===== config.mk =====
export PLATFORM = sky130hd
export DESIGN_NAME = ultrasonic_range_obstacle_stop_flat
export DESIGN_NICKNAME = d
export VERILOG_FILES = /design/src/rtl/urs_pkg.sv /design/src/rtl/urs_if.sv /design/src/rtl/urs_dist.sv /design/src/rtl/ultrasonic_range_obstacle_stop.sv /design/src/flat_wrapper.sv
export VERILOG_INCLUDE_DIRS = /design/src /design/src/rtl
export SDC_FILE = /design/constraint.sdc
export NUM_CORES = 1
export LEC_CHECK = 0
export BUFFER_PORTS_ARGS = -buffer_cell sky130_fd_sc_hd__buf_2
export CELL_PAD_IN_SITES_DETAIL_PLACEMENT = 1
export CELL_PAD_IN_SITES_GLOBAL_PLACEMENT = 1
export CORE_ASPECT_RATIO = 0.75
export CORE_UTILIZATION = 30
export DETAILED_ROUTE_END_ITERATION = 10
export HOLD_SLACK_MARGIN = 0.05
export PLACE_DENSITY_LB_ADDON = 0.1
export SETUP_SLACK_MARGIN = 0.4
export SLEW_MARGIN = 20
export SYNTH_ARGS = -nofsm -noshare
export SYNTH_HDL_FRONTEND = slang
export SYNTH_SLANG_ARGS = --single-unit

===== constraint.sdc =====
create_clock -name clk_i -period 9.7 [get_ports clk_i]
set_clock_uncertainty 0.1 [all_clocks]
set_input_delay 1.94 -clock clk_i [delete_from_list [all_inputs] [get_ports clk_i]]
set_output_delay 1.94 -clock clk_i [all_outputs]
set_load 0.01 [all_outputs]

===== src/rtl/ultrasonic_range_obstacle_stop_assert.svh =====
// assertion helpers for the ranging block
`ifndef ULTRASONIC_RANGE_OBSTACLE_STOP_ASSERT_SVH
`define ULTRASONIC_RANGE_OBSTACLE_STOP_ASSERT_SVH

`ifndef SYNTHESIS
`define URS_ASSERT(lbl, clk, rstn, prop, msg) \
  lbl: assert property (@(posedge clk) disable iff (!rstn) prop) else $error(msg);
`define URS_ASSERT_ALWAYS(lbl, clk, prop, msg) \
  lbl: assert property (@(posedge clk) prop) else $error(msg);
`else
`define URS_ASSERT(lbl, clk, rstn, prop, msg)
`define URS_ASSERT_ALWAYS(lbl, clk, prop, msg)
`endif

`endif


===== src/rtl/urs_pkg.sv =====
`timescale 1ns / 1ps

package urs_pkg;

  localparam int unsigned TimeoutW = 20;
  localparam int unsigned DistW    = 14;
  localparam int unsigned DutyW    = 11;
  localparam int unsigned ScaleW   = 16;
  localparam int unsigned CfgIdxW  = 3;
  localparam int unsigned CfgDataW = 20;

  localparam logic [TimeoutW-1:0] EchoTimeoutRst = 20'd300000;
  localparam logic [DistW-1:0]    StopDistRst    = 14'd10;
  localparam logic [DutyW-1:0]    RunDutyRst     = 11'd850;
  localparam logic [ScaleW-1:0]   CmScaleRst     = 16'd2248;

  localparam int unsigned         TrigLowTicks  = 2;
  localparam int unsigned         TrigHighTicks = 10;
  localparam logic [DutyW-1:0]    PwmPeriod     = 11'd1700;
  localparam logic [DistW-1:0]    DistMax       = 14'd16383;

  typedef enum logic [CfgIdxW-1:0] {
    RegEchoTimeout = 3'd0,
    RegStopDist    = 3'd1,
    RegRunDuty     = 3'd2,
    RegCmScale     = 3'd3
  } cfg_reg_e;

endpackage


===== src/rtl/urs_if.sv =====
`timescale 1ns / 1ps

// one tick of the timebase with the sampled echo level
interface urs_in_if;
  logic valid;
  logic ready;
  logic start_req;
  logic echo;

  modport source (output valid, start_req, echo, input ready);
  modport sink   (input valid, start_req, echo, output ready);
endinterface

// per-tick result
interface urs_res_if;
  logic                       valid;
  logic                       ready;
  logic                       trigger;
  logic                       done_res;
  logic [urs_pkg::DistW-1:0]  distance_cm;
  logic                       timed_out;
  logic                       busy_res;
  logic                       dir_forward;
  logic [urs_pkg::DutyW-1:0]  pwm_duty;

  modport source (output valid, trigger, done_res, distance_cm, timed_out, busy_res,
                  dir_forward, pwm_duty, input ready);
  modport sink   (input valid, trigger, done_res, distance_cm, timed_out, busy_res,
                  dir_forward, pwm_duty, output ready);
endinterface

// register write channel
interface urs_cfg_if;
  logic                         valid;
  logic                         ready;
  logic [urs_pkg::CfgIdxW-1:0]  index;
  logic [urs_pkg::CfgDataW-1:0] data;

  modport source (output valid, index, data, input ready);
  modport sink   (input valid, index, data, output ready);
endinterface


===== src/rtl/urs_dist.sv =====
`timescale 1ns / 1ps

// echo width to centimetres and the obstacle decision
module urs_dist #(
  parameter int unsigned COUNT_BITS = 20
) (
  input  logic [COUNT_BITS-1:0]          echo_width_i,
  input  logic [urs_pkg::ScaleW-1:0]     cm_scale_i,
  input  logic [urs_pkg::DistW-1:0]      stop_dist_i,
  output logic [urs_pkg::DistW-1:0]      distance_o,
  output logic                           run_o
);

  localparam int unsigned ProdW = COUNT_BITS + urs_pkg::ScaleW;

  logic [ProdW-1:0] prod;
  logic [ProdW-1:0] quo;

  assign prod = ProdW'(echo_width_i) * ProdW'(cm_scale_i);
  // drop the q0.16 fraction
  assign quo  = prod >> urs_pkg::ScaleW;

  assign distance_o = (quo > ProdW'(urs_pkg::DistMax)) ? urs_pkg::DistMax
                                                         : quo[urs_pkg::DistW-1:0];
  assign run_o      = distance_o > stop_dist_i;

endmodule


===== src/rtl/ultrasonic_range_obstacle_stop.sv =====
`timescale 1ns / 1ps

// channel | dir | payload                                   | accepted when
// in_i    | in  | start_req, echo                           | valid && ready
// res_o   | out | trigger, done_res, distance_cm, timed_out, | valid && ready
//         |     | busy_res, dir_forward, pwm_duty           |
// cfg_i   | in  | index, data                               | valid && ready
//
// one tick per cycle: each accepted tick updates the ranging state and loads
// the result register in the same cycle; the echo width multiply is the longest path
// a held result stalls input only while res_o.ready is low
// cfg_i is always ready; reset loads the register defaults and idles the sequencer
module ultrasonic_range_obstacle_stop #(
  parameter int unsigned COUNT_BITS = 20
) (
  input  logic         clk_i,
  input  logic         rst_ni,
  urs_in_if.sink       in_i,
  urs_res_if.source    res_o,
  urs_cfg_if.sink      cfg_i
);

`include "ultrasonic_range_obstacle_stop_assert.svh"

  localparam int unsigned CmpW = (COUNT_BITS > urs_pkg::TimeoutW) ? COUNT_BITS
                                                                   : urs_pkg::TimeoutW;

  typedef enum logic [2:0] {
    PhIdle  = 3'd0,
    PhTLow  = 3'd1,
    PhTHigh = 3'd2,
    PhWait  = 3'd3,
    PhCount = 3'd4
  } phase_e;

  // configuration
  logic [urs_pkg::TimeoutW-1:0] echo_timeout_q;
  logic [urs_pkg::DistW-1:0]    stop_dist_q;
  logic [urs_pkg::DutyW-1:0]    run_duty_q;
  logic [urs_pkg::ScaleW-1:0]   cm_scale_q;

  // ranging state
  phase_e                   phase_q, phase_d;
  logic [COUNT_BITS-1:0]    ticks_q, ticks_d;
  logic [COUNT_BITS-1:0]    width_q, width_d;
  logic [urs_pkg::DistW-1:0] dist_q, dist_d;
  logic                     tmo_q, tmo_d;
  logic                     run_q, run_d;

  // result register
  logic                      out_valid_q;
  logic                      trig_q;
  logic                      done_q;
  logic [urs_pkg::DutyW-1:0] pwm_q;

  logic                      trig_d, done_d;
  logic [urs_pkg::DutyW-1:0] pwm_d;
  logic [CmpW-1:0]           limit;
  logic [urs_pkg::DistW-1:0] calc_dist;
  logic                      calc_run;
  logic                      in_fire, cfg_fire;

  assign in_i.ready  = !out_valid_q || res_o.ready;
  assign in_fire     = in_i.valid && in_i.ready;
  assign cfg_i.ready = 1'b1;
  assign cfg_fire    = cfg_i.valid;

  // a zero timeout behaves as one
  assign limit = (echo_timeout_q == '0) ? CmpW'(1) : CmpW'(echo_timeout_q);

  function automatic logic limit_hit(input logic [COUNT_BITS-1:0] cnt,
                                     input logic [CmpW-1:0] lim);
    return (CmpW'(cnt) >= lim) || (&cnt);
  endfunction

  function automatic logic [COUNT_BITS-1:0] bump(input logic [COUNT_BITS-1:0] cnt);
    return (&cnt) ? cnt : cnt + COUNT_BITS'(1);
  endfunction

  urs_dist #(
    .COUNT_BITS (COUNT_BITS)
  ) u_dist (
    .echo_width_i (width_q),
    .cm_scale_i   (cm_scale_q),
    .stop_dist_i  (stop_dist_q),
    .distance_o   (calc_dist),
    .run_o        (calc_run)
  );

  always_comb begin
    phase_d = phase_q;
    ticks_d = ticks_q;
    width_d = width_q;
    dist_d  = dist_q;
    tmo_d   = tmo_q;
    run_d   = run_q;
    trig_d  = 1'b0;
    done_d  = 1'b0;

    // a start is taken on the same tick it arrives
    if (phase_q == PhIdle && in_i.start_req) begin
      phase_d = PhTLow;
      ticks_d = '0;
      width_d = '0;
    end

    unique case (phase_d)
      PhIdle: begin
      end
      PhTLow: begin
        ticks_d = bump(ticks_d);
        if (CmpW'(ticks_d) >= CmpW'(urs_pkg::TrigLowTicks)) begin
          phase_d = PhTHigh;
          ticks_d = '0;
        end
      end
      PhTHigh: begin
        trig_d  = 1'b1;
        ticks_d = bump(ticks_d);
        if (CmpW'(ticks_d) >= CmpW'(urs_pkg::TrigHighTicks)) begin
          phase_d = PhWait;
          ticks_d = '0;
        end
      end
      PhWait: begin
        if (in_i.echo) begin
          width_d = COUNT_BITS'(1);
          phase_d = PhCount;
          ticks_d = '0;
          if (limit_hit(COUNT_BITS'(1), limit)) begin
            dist_d  = '0;
            tmo_d   = 1'b1;
            run_d   = 1'b0;
            phase_d = PhIdle;
            done_d  = 1'b1;
          end
        end else begin
          ticks_d = bump(ticks_d);
          if (limit_hit(ticks_d, limit)) begin
            dist_d  = '0;
            tmo_d   = 1'b1;
            run_d   = 1'b0;
            phase_d = PhIdle;
            ticks_d = '0;
            done_d  = 1'b1;
          end
        end
      end
      PhCount: begin
        if (in_i.echo) begin
          width_d = bump(width_q);
          if (limit_hit(width_d, limit)) begin
            dist_d  = '0;
            tmo_d   = 1'b1;
            run_d   = 1'b0;
            phase_d = PhIdle;
            ticks_d = '0;
            done_d  = 1'b1;
          end
        end else begin
          dist_d  = calc_dist;
          tmo_d   = 1'b0;
          run_d   = calc_run;
          phase_d = PhIdle;
          ticks_d = '0;
          done_d  = 1'b1;
        end
      end
      default: begin
        phase_d = PhIdle;
        ticks_d = '0;
      end
    endcase

    if (!run_d) begin
      pwm_d = '0;
    end else if (run_duty_q > urs_pkg::PwmPeriod) begin
      pwm_d = urs_pkg::PwmPeriod;
    end else begin
      pwm_d = run_duty_q;
    end
  end

  always_ff @(posedge clk_i or negedge rst_ni) begin
    if (!rst_ni) begin
      echo_timeout_q <= urs_pkg::EchoTimeoutRst;
      stop_dist_q    <= urs_pkg::StopDistRst;
      run_duty_q     <= urs_pkg::RunDutyRst;
      cm_scale_q     <= urs_pkg::CmScaleRst;
    end else if (cfg_fire) begin
      case (cfg_i.index)
        urs_pkg::RegEchoTimeout: echo_timeout_q <= cfg_i.data[urs_pkg::TimeoutW-1:0];
        urs_pkg::RegStopDist:    stop_dist_q    <= cfg_i.data[urs_pkg::DistW-1:0];
        urs_pkg::RegRunDuty:     run_duty_q     <= cfg_i.data[urs_pkg::DutyW-1:0];
        urs_pkg::RegCmScale:     cm_scale_q     <= cfg_i.data[urs_pkg::ScaleW-1:0];
        default: begin
        end
      endcase
    end
  end

  always_ff @(posedge clk_i or negedge rst_ni) begin
    if (!rst_ni) begin
      phase_q     <= PhIdle;
      ticks_q     <= '0;
      width_q     <= '0;
      dist_q      <= '0;
      tmo_q       <= 1'b0;
      run_q       <= 1'b0;
      out_valid_q <= 1'b0;
    end else begin
      if (in_fire) begin
        phase_q     <= phase_d;
        ticks_q     <= ticks_d;
        width_q     <= width_d;
        dist_q      <= dist_d;
        tmo_q       <= tmo_d;
        run_q       <= run_d;
        out_valid_q <= 1'b1;
      end else if (res_o.ready) begin
        out_valid_q <= 1'b0;
      end
    end
  end

  always_ff @(posedge clk_i) begin
    if (in_fire) begin
      trig_q <= trig_d;
      done_q <= done_d;
      pwm_q  <= pwm_d;
    end
  end

  assign res_o.valid       = out_valid_q;
  assign res_o.trigger     = trig_q;
  assign res_o.done_res    = done_q;
  assign res_o.distance_cm = dist_q;
  assign res_o.timed_out   = tmo_q;
  assign res_o.busy_res    = (phase_q != PhIdle);
  assign res_o.dir_forward = run_q;
  assign res_o.pwm_duty    = pwm_q;

  `URS_ASSERT(a_stall_blocks_input, clk_i, rst_ni, (out_valid_q && !res_o.ready) |-> !in_i.ready, "input taken while a result is stalled")
  `URS_ASSERT(a_timeout_zero_dist, clk_i, rst_ni, (out_valid_q && tmo_q) |-> (dist_q == '0), "timeout reported with nonzero distance")
  `URS_ASSERT(a_pwm_needs_run, clk_i, rst_ni, (out_valid_q && pwm_q != '0) |-> run_q, "pwm driven while motor stopped")
  `URS_ASSERT_ALWAYS(a_done_idle, clk_i, (rst_ni && out_valid_q && done_q) |-> (phase_q == PhIdle), "measurement done but still busy")

endmodule


===== src/flat_wrapper.sv =====
// flat-port wrapper written by rule: the top's interface ports become plain ports
module ultrasonic_range_obstacle_stop_flat 
#(
  parameter int unsigned COUNT_BITS = 20
)
  (clk_i, rst_ni, in_i_valid, in_i_start_req, in_i_echo, in_i_ready, res_o_valid, res_o_trigger, res_o_done_res, res_o_distance_cm, res_o_timed_out, res_o_busy_res, res_o_dir_forward, res_o_pwm_duty, res_o_ready, cfg_i_valid, cfg_i_index, cfg_i_data, cfg_i_ready);
  urs_in_if in_i_i ();
  urs_res_if res_o_i ();
  urs_cfg_if cfg_i_i ();
  input  logic clk_i;
  input  logic rst_ni;
  input wire logic [$bits(in_i_i.valid)-1:0] in_i_valid;
  input wire logic [$bits(in_i_i.start_req)-1:0] in_i_start_req;
  input wire logic [$bits(in_i_i.echo)-1:0] in_i_echo;
  output wire logic [$bits(in_i_i.ready)-1:0] in_i_ready;
  output wire logic [$bits(res_o_i.valid)-1:0] res_o_valid;
  output wire logic [$bits(res_o_i.trigger)-1:0] res_o_trigger;
  output wire logic [$bits(res_o_i.done_res)-1:0] res_o_done_res;
  output wire logic [$bits(res_o_i.distance_cm)-1:0] res_o_distance_cm;
  output wire logic [$bits(res_o_i.timed_out)-1:0] res_o_timed_out;
  output wire logic [$bits(res_o_i.busy_res)-1:0] res_o_busy_res;
  output wire logic [$bits(res_o_i.dir_forward)-1:0] res_o_dir_forward;
  output wire logic [$bits(res_o_i.pwm_duty)-1:0] res_o_pwm_duty;
  input wire logic [$bits(res_o_i.ready)-1:0] res_o_ready;
  input wire logic [$bits(cfg_i_i.valid)-1:0] cfg_i_valid;
  input wire logic [$bits(cfg_i_i.index)-1:0] cfg_i_index;
  input wire logic [$bits(cfg_i_i.data)-1:0] cfg_i_data;
  output wire logic [$bits(cfg_i_i.ready)-1:0] cfg_i_ready;
  assign in_i_i.valid = in_i_valid;
  assign in_i_i.start_req = in_i_start_req;
  assign in_i_i.echo = in_i_echo;
  assign in_i_ready = in_i_i.ready;
  assign res_o_valid = res_o_i.valid;
  assign res_o_trigger = res_o_i.trigger;
  assign res_o_done_res = res_o_i.done_res;
  assign res_o_distance_cm = res_o_i.distance_cm;
  assign res_o_timed_out = res_o_i.timed_out;
  assign res_o_busy_res = res_o_i.busy_res;
  assign res_o_dir_forward = res_o_i.dir_forward;
  assign res_o_pwm_duty = res_o_i.pwm_duty;
  assign res_o_i.ready = res_o_ready;
  assign cfg_i_i.valid = cfg_i_valid;
  assign cfg_i_i.index = cfg_i_index;
  assign cfg_i_i.data = cfg_i_data;
  assign cfg_i_ready = cfg_i_i.ready;
  ultrasonic_range_obstacle_stop #(.COUNT_BITS(COUNT_BITS)) u_core (.clk_i(clk_i), .rst_ni(rst_ni), .in_i(in_i_i), .res_o(res_o_i), .cfg_i(cfg_i_i));
endmodule

==> flow_summary.yaml <==
synth:
  synth-edff-count: 13
  synth_warnings: 0
  synth_top_family_by_area: "adder cells"
  synthCells: 2108
  synth.area.mux_share: 0.02054
  synth_xor_area_frac: 0.01675
  syn_nets: 2548
  ys_types: 86
  synthSimpleGateAreaFrac: 0.1894
  synth_flop_cell: "dfrtp_1"
  synth_seq_area_share: 0.1829
  synth_fa_ha_area_frac: 0.3719
  syn-mean-instance-area_um2: 8.928
  syn_area_um2: 18820
  synth_compound_area_frac: 0.1207
  synth_seq_cells: 134
  synthArstFlopShare: 0.9030
clocking:
  clkSinkCount: 134
  ctsHoldBuffers: 0
  cts_root_buf: "clkbuf_16"
  cts_tree: "built"
  insertion_delay_ns: 0.44
  htree_levels: 4
  numCtsBuffers: 17
  cts.reportedPaths.clkPinSlew_ns: 0.07
  cts_buffer_depth: 2
routing:
  ant_nets: 0
  dr.first_iter.drc_count: 894
  wirelength_um: 66890
  vias: 14980
  drtPass1Iterations: 5
  via_per_inst: 4.974
  drc: 0
  wl_per_cell_um: 22.21
sta:
  clock.fmax_ghz: 0.1105
  period_needed_ns: 9.046
  grt_setup_unrepaired: "no"
  setup_ws_ns: 0.6541
  slew_headroom: 0.2543
  finalHoldViolCount: 0
  tightest_slew_ns: 1.113
  setup_viol: 0
  tns_ns: 0
  maxSlewViolCount: 0
  finalCritPeriodShare: 0.9326
finish:
  syn2layout_area_growth_pct: 15.25
  final_cell_mix: "inv_1, nand2_1, fa_1"
  final_common_cell: "inv_1"
  nNetsFinal: 2629
  diodes: 0
  drive_above_1_share: 0.1726
die:
  io_pins: 63
  row_count: 79
  core-area_um2: 61980
  dieArea_um2: 63750
  die_w_um: 291.2
  die_y_um: 218.9
  initial_utilization: 0.3037
global_route:
  grt_pass1_vias: 15990
  grt_use_met3: 0.04000
  gr-usage-met1: 0.3475
  grt_antenna_before_repair: 1
  overflow: 0
  top_usage_layer: "met1"
  grt_pass1_wl_um: 102600
  met2_usage: 0.2897
  grt_use_total: 0.2137
  grt_max_degree: 63
outcome:
  outcome: "complete, no violations"
setup_path:
  crit_required_ns: 9.80
  critPathMaxStageDelay_ns: 0.70
  critPathLaunchType: "flip-flop"
  critical_path_class: "flip-flop to flip-flop"
  critPathTopFamily: "adder cells"
  cp_data_arrival_time_ns: 9.15
  crit_slowest_cell: "dfstp_4"
  crit_fanout: 6
  crit_path_end_kind: "flip-flop"
  critPathBufInv: 9
power:
  vdd_drop_max_v: 0.0001397
  p_per_area_nw_per_um2: 108.3
  p_leak_uw: 0.01053
placement:
  dpl.hpwl_um: 53740
  gp_congestion: 0.8693
  place_ws_ns: 0.04633
  numPortBuffers: 61
worst_hold_path:
  hold_path.class: "flip-flop to flip-flop"
job:
  drv_cap: 0
==> per-stage QoR <==
stage | area [um2] | std cells | utilization | hold slack, ns | power (uW)
after floorplan | 18820 | 2108 | - | 0.3729 | 1227
after global placement | 20210 | 2929 | 0.3261 | 0.3742 | 1579
after detailed placement | 20210 | 2929 | 0.3261 | 0.3731 | 1587
after CTS | 20880 | 2961 | 0.3368 | 0.4002 | 2301
after global routing | 21690 | 3012 | 0.3500 | 0.4259 | 2489
final | 21690 | 3012 | 0.3500 | 0.3892 | 2349
==> timing repair <==
item	4_1_cts	5_1_grt
hold endpoints to repair	0	0
gates resized for setup	24	98
setup buffers	0	48
cloned	0	3
setup endpoints to repair	11	12
pin swaps	0	30
==> kinds of logic (layout without fill, tap and decap cells) <==
kind of cell	count (synthesis)	count (layout)
AND/OR/NAND/NOR	692	692
buffers and inverters	475	569
adder cells (fa/ha/maj)	410	410
AO/OA/AOI/OAI	325	325
flip-flops	134	134
XOR/XNOR	36	36
multiplexers	35	35
other	1	1
==> registers in the layout, summed over array words and instances (netlist names) <==
signal                    cells
u_core.res_o.timed_out        1
u_core.stop_dist_q           14
u_core.cm_scale_q            16
u_core.ticks_q               20
u_core.phase_q                3
u_core.width_q               20
u_core.run_duty_q            11
u_core.res_o.valid            1
u_core.res_o.pwm_duty        11
u_core.echo_timeout_q        20
u_core.res_o.dir_forward      1
u_core.res_o.trigger          1
u_core.res_o.distance_cm     14
u_core.res_o.done_res         1
==> final cells by class <==
class / instances / area, um2
repair buffers: 184 / 1306
clock buffers: 17 / 425.4
flip-flops and latches: 134 / 3506
inverters: 353 / 1325
multi-input cells: 1499 / 13940
fillers: 7111 / 40280
well taps: 810 / 1013
clock inverters: 15 / 178.9
==> layer usage <==
layer / up-vias / share of wire
li1: 7015 / -
met1: 7734 / 0.55
met2: 200 / 0.40
met3: 32 / 0.046
met4: 0 / 0.012
met5: - / 0
==> cell usage after synthesis, types with 15 or more instances <==
library cell,instances,area share
inv_1,353,0.070
nand2_1,285,0.057
fa_1,249,0.26
ha_1,161,0.11
and2_1,159,0.053
dfrtp_1,102,0.14
clkbuf_1,100,0.020
o21ai_0,75,0.020
a21oi_1,58,0.015
nor2_1,51,0.010
nand3_1,36,0.0096
a22o_1,34,0.016
mux2_2,26,0.016
nand4_1,26,0.0086
a21o_1,25,0.010
nor3_1,25,0.0066
and3_1,20,0.0066
dfstp_2,19,0.027
xnor2_1,18,0.0084
xor2_1,18,0.0084
a31oi_1,15,0.0050
o211ai_1,15,0.0060
==> worst paths after layout <==
check                                                   from                            to  slack (ns)  depth (start not counted)
worst max-delay path                    u_core.cm_scale_q[7]      u_core.res_o.pwm_duty[3]        0.65                         31
worst min-delay path            u_core.res_o.distance_cm[12]  u_core.res_o.distance_cm[12]        0.39                          1
worst max register to register          u_core.cm_scale_q[7]      u_core.res_o.pwm_duty[3]        0.65                         31
worst min register to register  u_core.res_o.distance_cm[12]  u_core.res_o.distance_cm[12]        0.39                          1
max in group asynchronous                             rst_ni          u_core.cm_scale_q[4]        6.52                          2
min in group asynchronous                             rst_ni             u_core.ticks_q[7]        1.51                          1
==> power by group <==
group / internal (uW) / switching [uW] / leakage (uW) / total, uW
registers: 670 / 122 / 0.00162 / 792
logic: 326 / 536 / 0.00862 / 863
clock network: 371 / 323 / 0.000296 / 694
total: 1370 / 982 / 0.0105 / 2350
Power figures use the tool's default switching activity.
